`config.mk`:
```
export PLATFORM = sky130hd
export DESIGN_NAME = ipp_message_byte_parser
export DESIGN_NICKNAME = d
export VERILOG_FILES = /design/src/sv/ippmbp_pkg.sv /design/src/sv/ipp_message_byte_parser.sv /design/src/sv/ippmbp_step.sv /design/src/sv/ippmbp_out_reg.sv
export SDC_FILE = /design/constraint.sdc
export NUM_CORES = 1
export LEC_CHECK = 0
export ABC_AREA = 1
export BUFFER_PORTS_ARGS = -buffer_cell sky130_fd_sc_hd__buf_2
export CORE_ASPECT_RATIO = 1.5
export CORE_MARGIN = 10
export CORE_UTILIZATION = 30
export CTS_CLUSTER_DIAMETER = 50
export DETAILED_ROUTE_END_ITERATION = 6
export PLACE_DENSITY = 0.53
export SYNTH_ARGS = -nofsm -noshare
export SYNTH_HDL_FRONTEND = slang
export SYNTH_SLANG_ARGS = --single-unit
export TNS_END_PERCENT = 1
```
`constraint.sdc`:
```
create_clock -name clk_i -period 5.5 [get_ports clk_i]
set_input_delay 1.1 -clock clk_i [delete_from_list [all_inputs] [get_ports clk_i]]
set_output_delay 1.1 -clock clk_i [all_outputs]
set_load 0.05 [all_outputs]
```
`src/sv/ippmbp_pkg.sv`:
```
`timescale 1ns / 1ps
`default_nettype none

package ippmbp_pkg;

  // Parse phases of the message walker
  typedef enum logic [3:0] {
    PH_HEADER,
    PH_GROUP,
    PH_VTAG,
    PH_NLEN_HI,
    PH_NLEN_LO,
    PH_NAME,
    PH_VLEN_HI,
    PH_VLEN_LO,
    PH_VALUE,
    PH_DONE,
    PH_ERROR
  } phase_e;

  typedef enum logic [2:0] {
    EV_HEADER,
    EV_NAME_BYTE,
    EV_VALUE_BYTE,
    EV_VALUE_DONE,
    EV_GROUP_START,
    EV_MSG_END,
    EV_ERROR
  } event_kind_e;

  typedef enum logic [1:0] {
    ERR_NONE,
    ERR_BAD_GROUP,
    ERR_EARLY_END,
    ERR_BAD_LENGTH
  } error_code_e;

  localparam logic [7:0] TAG_END = 8'h03;

  // Value tags of fixed-size types and the length each must declare
  localparam logic [7:0] TAG_INTEGER    = 8'h21;
  localparam logic [7:0] TAG_BOOLEAN    = 8'h22;
  localparam logic [7:0] TAG_ENUM       = 8'h23;
  localparam logic [7:0] TAG_DATETIME   = 8'h31;
  localparam logic [7:0] TAG_RESOLUTION = 8'h32;
  localparam logic [7:0] TAG_RANGE      = 8'h33;

  localparam logic [15:0] LEN_INTEGER    = 16'd4;
  localparam logic [15:0] LEN_BOOLEAN    = 16'd1;
  localparam logic [15:0] LEN_DATETIME   = 16'd11;
  localparam logic [15:0] LEN_RESOLUTION = 16'd9;
  localparam logic [15:0] LEN_RANGE      = 16'd8;

  localparam logic [2:0] HDR_LAST = 3'd7;

  typedef struct packed {
    event_kind_e kind;
    error_code_e err;
    logic [7:0]  group_tag;
    logic [7:0]  type_tag;
    logic        new_attribute;
    logic [15:0] declared_len;
    logic [7:0]  data_byte;
    logic [31:0] value_word;
    logic [7:0]  version_major;
    logic [7:0]  version_minor;
    logic [15:0] op_or_status;
  } result_t;

endpackage

`default_nettype wire

```
`src/sv/ipp_message_byte_parser.sv`:
```
`timescale 1ns / 1ps
`default_nettype none

// IPP binary message parser, one byte per item. The 8-byte header is
// collected and reported once, then group tags, value tags, name and value
// lengths, names and values are walked, giving at most one result item per
// input item: header, name byte, value byte, value done (last four value
// bytes big-endian), group start, message end, or an error (bad group tag,
// stream ended early, wrong length for a fixed-size type). Throughput is one
// item per clock while the result channel does not stall; an item passes an
// input register, the per-byte step logic and the result register before its
// result reaches the output ports. A stalled result register holds back the
// input register only, so one extra item can still be absorbed. After message
// end or an error, bytes are dropped silently until stream_end, which rearms
// the parser.
module ipp_message_byte_parser (
  input  wire logic        clk_i,
  input  wire logic        rst_ni,
  // input channel
  input  wire logic        in_valid_i,
  output logic             in_stall_o,
  input  wire logic [7:0]  in_byte_i,
  input  wire logic        stream_end_i,
  // result channel
  output logic             out_valid_o,
  input  wire logic        out_stall_i,
  output logic [2:0]       event_kind_o,
  output logic [1:0]       error_code_o,
  output logic [7:0]       group_tag_o,
  output logic [7:0]       type_tag_o,
  output logic             new_attribute_o,
  output logic [15:0]      declared_len_o,
  output logic [7:0]       data_byte_o,
  output logic [31:0]      value_word_o,
  output logic [7:0]       version_major_o,
  output logic [7:0]       version_minor_o,
  output logic [15:0]      op_or_status_o
);
  import ippmbp_pkg::*;

  // input register
  logic       s1_valid_q;
  logic [7:0] s1_byte_q;
  logic       s1_end_q;

  logic       out_free;
  logic       s1_fire;
  logic       in_take;
  logic       step_valid;
  result_t    step_res;
  result_t    out_res;

  // The held item is consumed whenever the result register can take it,
  // whether or not it produces a result.
  assign s1_fire    = s1_valid_q && out_free;
  assign in_stall_o = s1_valid_q && !out_free;
  assign in_take    = in_valid_i && !in_stall_o;

  always_ff @(posedge clk_i or negedge rst_ni) begin
    if (!rst_ni) begin
      s1_valid_q <= 1'b0;
    end else if (in_take) begin
      s1_valid_q <= 1'b1;
    end else if (s1_fire) begin
      s1_valid_q <= 1'b0;
    end
  end

  always_ff @(posedge clk_i) begin
    if (in_take) begin
      s1_byte_q <= in_byte_i;
      s1_end_q  <= stream_end_i;
    end
  end

  ippmbp_step u_step (
    .clk_i       (clk_i),
    .rst_ni      (rst_ni),
    .fire_i      (s1_fire),
    .byte_i      (s1_byte_q),
    .end_i       (s1_end_q),
    .res_valid_o (step_valid),
    .res_o       (step_res)
  );

  ippmbp_out_reg u_out (
    .clk_i       (clk_i),
    .rst_ni      (rst_ni),
    .load_i      (s1_fire),
    .res_valid_i (step_valid),
    .res_i       (step_res),
    .stall_i     (out_stall_i),
    .valid_o     (out_valid_o),
    .res_o       (out_res),
    .free_o      (out_free)
  );

  assign event_kind_o    = out_res.kind;
  assign error_code_o    = out_res.err;
  assign group_tag_o     = out_res.group_tag;
  assign type_tag_o      = out_res.type_tag;
  assign new_attribute_o = out_res.new_attribute;
  assign declared_len_o  = out_res.declared_len;
  assign data_byte_o     = out_res.data_byte;
  assign value_word_o    = out_res.value_word;
  assign version_major_o = out_res.version_major;
  assign version_minor_o = out_res.version_minor;
  assign op_or_status_o  = out_res.op_or_status;

endmodule

`default_nettype wire

```
`src/sv/ippmbp_step.sv`:
```
`timescale 1ns / 1ps
`default_nettype none

// Parser state and the per-byte step; state advances only on fire_i.
module ippmbp_step (
  input  wire logic             clk_i,
  input  wire logic             rst_ni,
  input  wire logic             fire_i,
  input  wire logic [7:0]       byte_i,
  input  wire logic             end_i,
  output logic                  res_valid_o,
  output ippmbp_pkg::result_t   res_o
);
  import ippmbp_pkg::*;

  phase_e      phase_q, phase_d;
  logic [2:0]  hcnt_q, hcnt_d;
  logic [55:0] hdr_q, hdr_d;
  logic [7:0]  group_q, group_d;
  logic [7:0]  vtag_q, vtag_d;
  logic [15:0] dlen_q, dlen_d;
  logic [15:0] rem_q, rem_d;
  logic [31:0] acc_q, acc_d;
  logic        named_q, named_d;

  logic [15:0] len_full;
  logic [15:0] need_len;
  logic        len_bad;
  logic        grp_end;

  function automatic phase_e group_phase(input logic [7:0] tag);
    phase_e ph;
    if (tag == TAG_END) begin
      ph = PH_DONE;
    end else if (!tag[7] && (tag[6:4] != 3'd0)) begin
      ph = PH_ERROR;
    end else begin
      ph = PH_VTAG;
    end
    return ph;
  endfunction

  always_comb begin
    unique case (vtag_q)
      TAG_INTEGER, TAG_ENUM: need_len = LEN_INTEGER;
      TAG_BOOLEAN:           need_len = LEN_BOOLEAN;
      TAG_RANGE:             need_len = LEN_RANGE;
      TAG_RESOLUTION:        need_len = LEN_RESOLUTION;
      TAG_DATETIME:          need_len = LEN_DATETIME;
      default:               need_len = 16'd0;
    endcase
  end

  assign len_full = {dlen_q[15:8], byte_i};
  assign len_bad  = (need_len != 16'd0) && (len_full != need_len);
  assign grp_end  = byte_i[7] || (byte_i[7:4] == 4'd0);

  // Next phase
  always_comb begin
    phase_d = phase_q;
    if (phase_q == PH_DONE || phase_q == PH_ERROR) begin
      if (end_i) begin
        phase_d = PH_HEADER;
      end
    end else if (end_i) begin
      phase_d = PH_ERROR;
    end else begin
      unique case (phase_q)
        PH_HEADER:  phase_d = (hcnt_q == HDR_LAST) ? PH_GROUP : PH_HEADER;
        PH_GROUP:   phase_d = group_phase(byte_i);
        PH_VTAG:    phase_d = grp_end ? group_phase(byte_i) : PH_NLEN_HI;
        PH_NLEN_HI: phase_d = PH_NLEN_LO;
        PH_NLEN_LO: phase_d = ({rem_q[15:8], byte_i} != 16'd0) ? PH_NAME : PH_VLEN_HI;
        PH_NAME:    phase_d = (rem_q == 16'd1) ? PH_VLEN_HI : PH_NAME;
        PH_VLEN_HI: phase_d = PH_VLEN_LO;
        PH_VLEN_LO: begin
          if (len_bad) begin
            phase_d = PH_ERROR;
          end else if (len_full == 16'd0) begin
            phase_d = PH_VTAG;
          end else begin
            phase_d = PH_VALUE;
          end
        end
        PH_VALUE:   phase_d = (rem_q == 16'd1) ? PH_VTAG : PH_VALUE;
        default:    phase_d = phase_q;
      endcase
    end
  end

  // Datapath registers and the result
  always_comb begin
    hcnt_d  = hcnt_q;
    hdr_d   = hdr_q;
    group_d = group_q;
    vtag_d  = vtag_q;
    dlen_d  = dlen_q;
    rem_d   = rem_q;
    acc_d   = acc_q;
    named_d = named_q;

    res_valid_o         = 1'b0;
    res_o.kind          = EV_HEADER;
    res_o.err           = ERR_NONE;
    res_o.data_byte     = 8'd0;
    res_o.value_word    = 32'd0;
    res_o.version_major = 8'd0;
    res_o.version_minor = 8'd0;
    res_o.op_or_status  = 16'd0;

    if (phase_q == PH_DONE || phase_q == PH_ERROR) begin
      if (end_i) begin
        hcnt_d  = 3'd0;
        hdr_d   = 56'd0;
        group_d = 8'd0;
        vtag_d  = 8'd0;
        dlen_d  = 16'd0;
        rem_d   = 16'd0;
        acc_d   = 32'd0;
        named_d = 1'b0;
      end
    end else if (end_i) begin
      res_valid_o = 1'b1;
      res_o.kind  = EV_ERROR;
      res_o.err   = ERR_EARLY_END;
    end else begin
      unique case (phase_q)
        PH_HEADER: begin
          hdr_d  = {hdr_q[47:0], byte_i};
          hcnt_d = hcnt_q + 3'd1;
          if (hcnt_q == HDR_LAST) begin
            res_valid_o         = 1'b1;
            res_o.kind          = EV_HEADER;
            res_o.value_word    = {hdr_q[23:0], byte_i};
            res_o.version_major = hdr_q[55:48];
            res_o.version_minor = hdr_q[47:40];
            res_o.op_or_status  = hdr_q[39:24];
          end
        end
        PH_GROUP, PH_VTAG: begin
          if (phase_q == PH_GROUP || grp_end) begin
            group_d     = byte_i;
            res_valid_o = 1'b1;
            unique case (group_phase(byte_i))
              PH_DONE:  res_o.kind = EV_MSG_END;
              PH_ERROR: begin
                res_o.kind = EV_ERROR;
                res_o.err  = ERR_BAD_GROUP;
              end
              default:  res_o.kind = EV_GROUP_START;
            endcase
          end else begin
            vtag_d  = byte_i;
            dlen_d  = 16'd0;
            named_d = 1'b0;
          end
        end
        PH_NLEN_HI: rem_d = {byte_i, 8'd0};
        PH_NLEN_LO: begin
          rem_d   = {rem_q[15:8], byte_i};
          named_d = ({rem_q[15:8], byte_i} != 16'd0);
        end
        PH_NAME: begin
          rem_d           = rem_q - 16'd1;
          res_valid_o     = 1'b1;
          res_o.kind      = EV_NAME_BYTE;
          res_o.data_byte = byte_i;
        end
        PH_VLEN_HI: dlen_d = {byte_i, 8'd0};
        PH_VLEN_LO: begin
          dlen_d = len_full;
          if (len_bad) begin
            res_valid_o = 1'b1;
            res_o.kind  = EV_ERROR;
            res_o.err   = ERR_BAD_LENGTH;
          end else begin
            acc_d = 32'd0;
            rem_d = len_full;
            if (len_full == 16'd0) begin
              res_valid_o = 1'b1;
              res_o.kind  = EV_VALUE_DONE;
            end
          end
        end
        PH_VALUE: begin
          acc_d           = {acc_q[23:0], byte_i};
          rem_d           = rem_q - 16'd1;
          res_valid_o     = 1'b1;
          res_o.data_byte = byte_i;
          if (rem_q == 16'd1) begin
            res_o.kind       = EV_VALUE_DONE;
            res_o.value_word = {acc_q[23:0], byte_i};
          end else begin
            res_o.kind = EV_VALUE_BYTE;
          end
        end
        default: ;
      endcase
    end

    // Context fields reflect the state as left by this byte
    res_o.group_tag     = group_d;
    res_o.type_tag      = vtag_d;
    res_o.new_attribute = named_d;
    res_o.declared_len  = dlen_d;
  end

  always_ff @(posedge clk_i or negedge rst_ni) begin
    if (!rst_ni) begin
      phase_q <= PH_HEADER;
      hcnt_q  <= 3'd0;
      hdr_q   <= 56'd0;
      group_q <= 8'd0;
      vtag_q  <= 8'd0;
      dlen_q  <= 16'd0;
      rem_q   <= 16'd0;
      acc_q   <= 32'd0;
      named_q <= 1'b0;
    end else if (fire_i) begin
      phase_q <= phase_d;
      hcnt_q  <= hcnt_d;
      hdr_q   <= hdr_d;
      group_q <= group_d;
      vtag_q  <= vtag_d;
      dlen_q  <= dlen_d;
      rem_q   <= rem_d;
      acc_q   <= acc_d;
      named_q <= named_d;
    end
  end

endmodule

`default_nettype wire

```
`src/sv/ippmbp_out_reg.sv`:
```
`timescale 1ns / 1ps
`default_nettype none

// Result register; free_o says a new result may be loaded this cycle.
module ippmbp_out_reg (
  input  wire logic                 clk_i,
  input  wire logic                 rst_ni,
  input  wire logic                 load_i,
  input  wire logic                 res_valid_i,
  input  wire ippmbp_pkg::result_t  res_i,
  input  wire logic                 stall_i,
  output logic                      valid_o,
  output ippmbp_pkg::result_t       res_o,
  output logic                      free_o
);
  import ippmbp_pkg::*;

  logic    valid_q;
  result_t res_q;

  assign free_o  = !valid_q || !stall_i;
  assign valid_o = valid_q;
  assign res_o   = res_q;

  always_ff @(posedge clk_i or negedge rst_ni) begin
    if (!rst_ni) begin
      valid_q <= 1'b0;
    end else if (load_i) begin
      valid_q <= res_valid_i;
    end else if (!stall_i) begin
      valid_q <= 1'b0;
    end
  end

  always_ff @(posedge clk_i) begin
    if (load_i && res_valid_i) begin
      res_q <= res_i;
    end
  end

endmodule

`default_nettype wire
```
==> out/metrics.json, run 1 <==
{
  "status": {"value": "finished clean"},
  "number_of_enable_flip_flop_cells_after_synthesis": {"value": 119},
  "synth_to_layout_area_growth": {"value": 16.10, "unit": "%"},
  "htree_num_levels": {"value": 1},
  "floorplan.die.width": {"value": 181.2, "unit": "um"},
  "design.final.nets": {"value": 1403},
  "syn-instance-count": {"value": 1272},
  "post-synth-top-area-cell": {"value": "edfxtp_1"},
  "hold_bufs_at_cts": {"value": 0},
  "cp.required": {"value": 5960, "unit": "ps"},
  "synth-seq-area-share": {"value": 0.6009},
  "timing.fmax": {"value": 258.1, "unit": "MHz"},
  "hold-path-endpoint": {"value": "u_step.acc_q[10]"},
  "reg2reg_slack": {"value": 1630, "unit": "ps"},
  "postSynth.asyncResetShare": {"value": 0.5370},
  "ys_top_cells_by_count": {"value": "nand2_1 (285), inv_1 (154), nor2_1 (144), dfrtp_1 (138), edfxtp_1 (119)"},
  "critical_path.max_fanout": {"value": 52},
  "slew_viol_final": {"value": 0},
  "timing.hold.worst.class": {"value": "flop to flop"},
  "final-seq-area": {"value": 7027, "unit": "um2"},
  "post_cts.resized_instances": {"value": 0},
  "post_dp_cell_area": {"value": 12780, "unit": "um2"},
  "syn-num-nets": {"value": 1292},
  "cts.reportedPaths.clkPinSlew": {"value": 70, "unit": "ps"},
  "die_h": {"value": 261.8, "unit": "um"},
  "worst_reg_to_reg_path_cell_count": {"value": 15},
  "crit_path_start_kind": {"value": "flop"},
  "yosys.cell_types.count": {"value": 43},
  "grt_pass1_vias": {"value": 9293},
  "detail_route.wirelength": {"value": 34.47, "unit": "mm"},
  "report.final.setup_viol": {"value": 0},
  "placed_cells_incl_taps": {"value": 1851},
  "antenna_violating_nets_remaining": {"value": 0},
  "power_per_cell_area": {"value": 603.9, "unit": "nW/um2"},
  "leakage": {"value": 6.015, "unit": "nW"},
  "fp.coreArea": {"value": 38540, "unit": "um2"},
  "cts_max_path_buffers": {"value": 3},
  "diodes": {"value": 0},
  "clk_sinks": {"value": 257},
  "timing.final.crit_share": {"value": 0.7045},
  "syn-cell-area": {"value": 11690, "unit": "um2"},
  "groute.usage.overall": {"value": 0.1402},
  "timing.rr.start": {"value": "u_step.phase_q[0]"},
  "antenna_found_initial": {"value": 1},
  "tritoncts.num_buffers": {"value": 25},
  "share_of_layout_cells_above_drive_strength_1": {"value": 0.1526},
  "drt_drc_violations_left": {"value": 0},
  "yosys_warnings": {"value": 0},
  "rsz0062_at_grt": {"value": "no"},
  "hold_path.startpoint": {"value": "u_step.acc_q[10]"},
  "worst_hold_path.num_cells": {"value": 2},
  "maxSlewHeadroom": {"value": 0.3353},
  "fillers": {"value": 3968},
  "cts_root_buf": {"value": "clkbuf_16"},
  "yosys_register_bits": {"value": 257},
  "first_pass_grt_wire_length": {"value": 52.92, "unit": "mm"},
  "synth_top_flop_cell": {"value": "dfrtp_1"},
  "yosysMostFrequentCell": {"value": "nand2_1"},
  "clock_latency": {"value": 540, "unit": "ps"},
  "timing.final.crit_period": {"value": 3875, "unit": "ps"},
  "place_hpwl": {"value": 24.60, "unit": "mm"},
  "synthesis.area_per_instance": {"value": 9.193, "unit": "um2"},
  "synth_top_area_share": {"value": 0.3056},
  "worst_r2r_endpoint": {"value": "u_step.hdr_q[55]"},
  "io_buffers": {"value": 124},
  "grt_start_max_net_pins": {"value": 101},
  "vias_per_cell": {"value": 4.839},
  "grt.overflow.total": {"value": 0},
  "worst_path_class_setup": {"value": "flop to flop"},
  "vias": {"value": 9179},
  "post_cts.repair.setup_buffers": {"value": 0},
  "ir_worst_vdd": {"value": 0.3325, "unit": "mV"},
  "timing.max_cap.violations": {"value": 0},
  "tritoncts": {"value": "built"},
  "gpl.final_weighted_congestion": {"value": 0.9235},
  "final_hold_viol_count": {"value": 0},
  "critPathCaptureType": {"value": "flop"},
  "worst-slew-pin-transition": {"value": 997.0, "unit": "ps"},
  "hold_ws": {"value": 472.5, "unit": "ps"},
  "first_pass_drt_iterations": {"value": 5},
  "fin_skew": {"value": 20.33, "unit": "ps"},
  "crit_arrival": {"value": 4330, "unit": "ps"},
  "instances_no_fill": {"value": 1897},
  "final_design_area_no_fill": {"value": 13580, "unit": "um2"},
  "synthTopCellsByArea": {"value": "edfxtp_1 (31%), dfrtp_1 (30%), nand2_1 (9.1%)"},
  "top_level_ports": {"value": 125},
  "multi_input_comb_area": {"value": 3804, "unit": "um2"},
  "drt_iter0_markers": {"value": 553},
  "fin_setup_tns": {"value": 0, "unit": "ps"},
  "row_count": {"value": 88},
  "dieArea": {"value": 47440, "unit": "um2"},
  "initial_utilization": {"value": 0.3034},
  "wire_per_inst": {"value": 18.17, "unit": "um"}
}
logic make-up after synthesis:
logic type | Yosys count | share of synthesized area
AO/OA/AOI/OAI | 205 | 0.1002
XOR/XNOR | 2 | 0.001498
adder cells (fa/ha/maj) | 7 | 0.007489
buffers and inverters | 216 | 0.07383
flip-flops | 257 | 0.6009
AND/OR/NAND/NOR | 585 | 0.2161
critical path, stage by stage (launching register included):
cell,delay [ps]
dfrtp_1,450
nor2_2,300
nor2_2,90
nand2_1,700
inv_1,400
ha_1,300
nor2_1,140
inv_1,100
a21oi_1,140
buf_4,200
nand2_1,60
buf_4,190
inv_2,50
buf_4,410
nand3_1,110
o21ai_0,110
flip-flops by register name, summed over array words and instances (netlist names):
name / cells
s1_end_q: 1
u_step.named_q: 1
u_step.hcnt_q: 3
u_step.acc_q: 24
u_step.hdr_q: 56
u_step.dlen_q: 16
s1_valid_q: 1
u_step.group_q: 8
u_out.res_o: 110
u_step.vtag_q: 8
u_step.phase_q: 4
u_step.rem_q: 16
u_out.valid_o: 1
s1_byte_q: 8
worst max path at each step:
stage,from,end,cells past startpoint
2_1_floorplan,out_stall_i,u_out.res_o[0],7
3_3_place_gp,u_step.phase_q[0],u_step.hdr_q[54],15
3_5_place_dp,u_step.phase_q[0],u_step.hdr_q[55],15
4_1_cts,u_step.phase_q[0],u_step.hdr_q[55],15
5_1_grt,u_step.phase_q[0],u_step.hdr_q[52],15
6_report,u_step.phase_q[0],u_step.hdr_q[55],15
area by class of cell:
| cell class | count | share of cell area |
|---|---|---|
| multi-input combinational | 799 | 0.2802 |
| clock inverter | 16 | 0.009677 |
| timing repair buffer | 135 | 0.05225 |
| tap | 495 | 0.04562 |
| sequential | 257 | 0.5176 |
| clock buffer | 30 | 0.04894 |
| inverter | 165 | 0.04580 |
through the flow:
step                      utilization  power (mW)  setup WS [ps]
after floorplan                     -       5.630           1297
after global placement         0.3317       6.535           1717
after detailed placement       0.3317       6.564           1661
after CTS                      0.3523       8.281           1646
after global routing           0.3523       8.693           1269
final                          0.3523       8.200           1625
layer usage:
layer	global-route usage	part of all wire	vias up
met2	0.2630	0.53	257
met3	0.02230	0.053	76
met5	0	0	-
met1	0.1493	0.37	4387
li1	-	-	4459
met4	0.06931	0.043	0
layout by cell type (no fill, tap or decap), drive strengths merged, types with 30 or more instances in the layout:
master / count
nand2: 289
o22ai: 41
inv: 163
nand4: 46
a21oi: 37
dfrtp: 138
clkbuf: 30
buf: 135
nor2: 152
edfxtp: 119
o21ai: 108
nand3: 72
report_power, final:
part / internal (mW) / leakage (nW) / switching, mW
combinational: 0.750 / 2.63 / 2.67
sequential: 2.78 / 3.00 / 0.314
clock: 0.921 / 0.383 / 0.770
(Power assumes the default switching activity.)
==> run 2: changes to the inputs <==
--- a/config.mk
+++ b/config.mk
@@ -12,7 +12,7 @@
 export CORE_UTILIZATION = 30
 export CTS_CLUSTER_DIAMETER = 50
 export DETAILED_ROUTE_END_ITERATION = 6
-export PLACE_DENSITY = 0.53
+export PLACE_DENSITY = 0.55
 export SYNTH_ARGS = -nofsm -noshare
 export SYNTH_HDL_FRONTEND = slang
 export SYNTH_SLANG_ARGS = --single-unit
==> constraint.sdc (replaced) <==
create_clock -name clk_i -period 3.55 [get_ports clk_i]
set_input_delay 0.71 -clock clk_i [delete_from_list [all_inputs] [get_ports clk_i]]
set_output_delay 0.71 -clock clk_i [all_outputs]
set_load 0.05 [all_outputs]
==> run 2 against run 1 <==
- sequential cell count is the same
- routed wire length grew 1.3%
- register-to-register slack lost 1100 ps
- largest power group unchanged
==> out/metrics.json, run 2 (synthesis results as in run 1) <==
{
  "ordered_cell_list_for_the_critical_path": {"value": "clkinv_1, nand3_1, nand2_1, nand3_1, nand3_1, nand3_1, nand2_1, clkinvlp_4, buf_4"},
  "place_hpwl": {"value": 25.67, "unit": "mm", "change": "+4.4%"},
  "wire_per_inst": {"value": 18.26, "unit": "um", "change": "+0.51%"},
  "groute.usage.overall": {"value": 0.1447, "change": "+0.004565"},
  "vias_per_cell": {"value": 4.762, "change": "-1.6%"},
  "post_dp_cell_area": {"value": 12890, "unit": "um2", "change": "+0.87%"},
  "power_per_cell_area": {"value": 930.1, "unit": "nW/um2", "change": "+54%"},
  "place_worst_setup_slack": {"value": 475.0, "unit": "ps", "change": "-1186 ps"},
  "cts.reportedPaths.clkPinSlew": {"value": 60, "unit": "ps", "change": "about the same"},
  "status": {"value": "finished clean"},
  "cp-startpoint": {"value": "s1_byte_q[0]"},
  "reg2reg_slack": {"value": 480, "unit": "ps", "change": "-1150 ps"},
  "antenna_violating_nets_remaining": {"value": 0, "change": "unchanged"},
  "slew_viol_final": {"value": 0, "change": "unchanged"},
  "floorplan.die.width": {"value": 181.2, "unit": "um", "change": "unchanged"},
  "initial_utilization": {"value": 0.3034, "change": "unchanged"},
  "cp.required": {"value": 3700, "unit": "ps", "change": "-2260 ps"},
  "drt_iter0_markers": {"value": 824, "change": "+49%"},
  "most_repeated_library_cell_on_the_critical_path": {"value": "nand3_1"},
  "crit_arrival": {"value": 3220, "unit": "ps", "change": "-1110 ps"},
  "timing.final.crit_share": {"value": 0.8657, "change": "+0.1612"},
  "setup.worst_path.end": {"value": "u_out.res_o[93]"},
  "hold_ws": {"value": 380.7, "unit": "ps", "change": "-91.77 ps"},
  "row_count": {"value": 88, "change": "unchanged"},
  "worst_hold_path.num_cells": {"value": 1, "change": "-1"},
  "timing.rr.start": {"value": "s1_byte_q[0]"},
  "dieArea": {"value": 47440, "unit": "um2", "change": "unchanged"},
  "final_hold_viol_count": {"value": 0, "change": "unchanged"},
  "gpl.final_weighted_congestion": {"value": 0.9305, "change": "+0.76%"},
  "final_design_area_no_fill": {"value": 13700, "unit": "um2", "change": "+0.93%"},
  "timing.hold.worst.class": {"value": "primary input to flop"},
  "first_pass_drt_iterations": {"value": 5, "change": "unchanged"},
  "fp.coreArea": {"value": 38540, "unit": "um2", "change": "unchanged"},
  "cts_max_path_buffers": {"value": 3, "change": "unchanged"},
  "io_buffers": {"value": 124, "change": "unchanged"},
  "most_common_cell_after_layout_fill_and_taps_aside": {"value": "nand2_1"},
  "largest_register_ffs": {"value": 110, "change": "unchanged"},
  "worst_r2r_endpoint": {"value": "u_out.res_o[93]"},
  "timing.final.crit_period": {"value": 3073, "unit": "ps", "change": "-801.7 ps"},
  "fin_skew": {"value": 13.84, "unit": "ps", "change": "-6.498 ps"},
  "timing.fmax": {"value": 325.4, "unit": "MHz", "change": "+26%"},
  "tritoncts.num_buffers": {"value": 25, "change": "unchanged"},
  "top_level_ports": {"value": 125, "change": "unchanged"},
  "htree_num_levels": {"value": 1, "change": "unchanged"},
  "clk_sinks": {"value": 257, "change": "unchanged"},
  "leakage": {"value": 6.091, "unit": "nW", "change": "+1.3%"},
  "diodes": {"value": 0, "change": "unchanged"},
  "first_pass_grt_wire_length": {"value": 54.63, "unit": "mm", "change": "+3.2%"},
  "maxSlewHeadroom": {"value": 0.3789, "change": "+0.04355"},
  "crit_path_max_incr_delay": {"value": 640, "unit": "ps", "change": "-60 ps"},
  "worst-slew-pin-transition": {"value": 931.7, "unit": "ps", "change": "-65.32 ps"},
  "report.final.setup_viol": {"value": 0, "change": "unchanged"},
  "grt_pass1_vias": {"value": 9320, "change": "+0.29%"},
  "layout_common_cells": {"value": "nand2_1 (285), inv_1 (153), nor2_1 (144)"},
  "synth_to_layout_area_growth": {"value": 17.18, "unit": "%"},
  "timing.max_cap.violations": {"value": 0, "change": "unchanged"},
  "share_of_layout_cells_above_drive_strength_1": {"value": 0.1582, "change": "+0.005553"},
  "post_cts.repair.setup_buffers": {"value": 0, "change": "unchanged"},
  "detail_route.wirelength": {"value": 34.90, "unit": "mm", "change": "+1.3%"},
  "drt_drc_violations_left": {"value": 0, "change": "unchanged"},
  "clock_latency": {"value": 530, "unit": "ps", "change": "about the same"},
  "rsz0062_at_grt": {"value": "no"},
  "tritoncts": {"value": "built"},
  "design.final.nets": {"value": 1417, "change": "+1.0%"},
  "worst_path_class_setup": {"value": "flop to flop"},
  "ir_worst_vdd": {"value": 0.4705, "unit": "mV", "change": "+42%"},
  "critPathCaptureType": {"value": "flop"},
  "critical_path.max_fanout": {"value": 69, "change": "+33%"},
  "fin_setup_tns": {"value": 0, "unit": "ps", "change": "unchanged"},
  "slowest_stage": {"value": "buf_4"},
  "postLayoutSetupSlackWorst": {"value": 476.9, "unit": "ps", "change": "-1148 ps"},
  "grt_start_max_net_pins": {"value": 86, "change": "-15%"},
  "worst_reg_to_reg_path_cell_count": {"value": 9, "change": "-6"},
  "antenna_found_initial": {"value": 0, "change": "-1"},
  "vias": {"value": 9100, "change": "-0.86%"},
  "cts_root_buf": {"value": "clkbuf_16"},
  "layout.core_utilization": {"value": 0.3556, "change": "+0.003279"},
  "crit_path_start_kind": {"value": "flop"},
  "die_h": {"value": 261.8, "unit": "um", "change": "unchanged"},
  "grt.overflow.total": {"value": 0, "change": "unchanged"}
}
run 2: power by group:
| group | internal (mW) | switching (mW) |
|---|---|---|
| Sequential | 4.30 | 0.483 |
| Clock | 1.47 | 1.14 |
| Combinational | 1.20 | 4.15 |
run 2: layer usage:
metal	GRT usage	part of all wire	vias up
met1	0.1632	0.39	4329
li1	-	-	4484
met3	0.02037	0.043	52
met2	0.2708	0.54	235
met5	0	0	-
met4	0.05391	0.030	0
run 2: worst min-delay path by stage:
stage | startpoint | end | slack [ps]
finish | in_byte_i[7] | s1_byte_q[7] | 380
global route | in_byte_i[5] | s1_byte_q[5] | 370
CTS | in_byte_i[5] | s1_byte_q[5] | 360
detailed placement | u_step.acc_q[4] | u_step.acc_q[4] | 460
global placement | u_step.acc_q[13] | u_step.acc_q[13] | 450
floorplan | rst_ni | s1_valid_q | 410
run 2: critical path, delay by kind of cell, from the launching register on:
kind	cells	cell delay (ps)
buffers and inverters	3	1200
DFF	1	480
and+or+nand+nor	6	940
run 2: per-stage QoR:
| stage | instances | total power, mW |
|---|---|---|
| floorplan | 1272 | 8.710 |
| global placement | 1864 | 10.19 |
| detailed placement | 1864 | 10.25 |
| CTS | 1911 | 12.90 |
| global route | 1911 | 13.58 |
| finish | 1911 | 12.75 |
run 2: layout make-up:
cell class                 instances  area (um2)
timing repair buffer             149       829.5
inverter                         165       623.1
multi-input combinational        799        3804
clock buffer                      29       650.6
sequential                       257        7027
fill                            3954       24830
clock inverter                    17       150.1
tap                              495       619.3
run 2: what timing repair did:
item / in CTS / in global routing
hold buffers: 1 / 0
hold endpoints to repair: 13 / 0
gates resized for setup: 0 / 0
setup endpoints to repair: 0 / 0
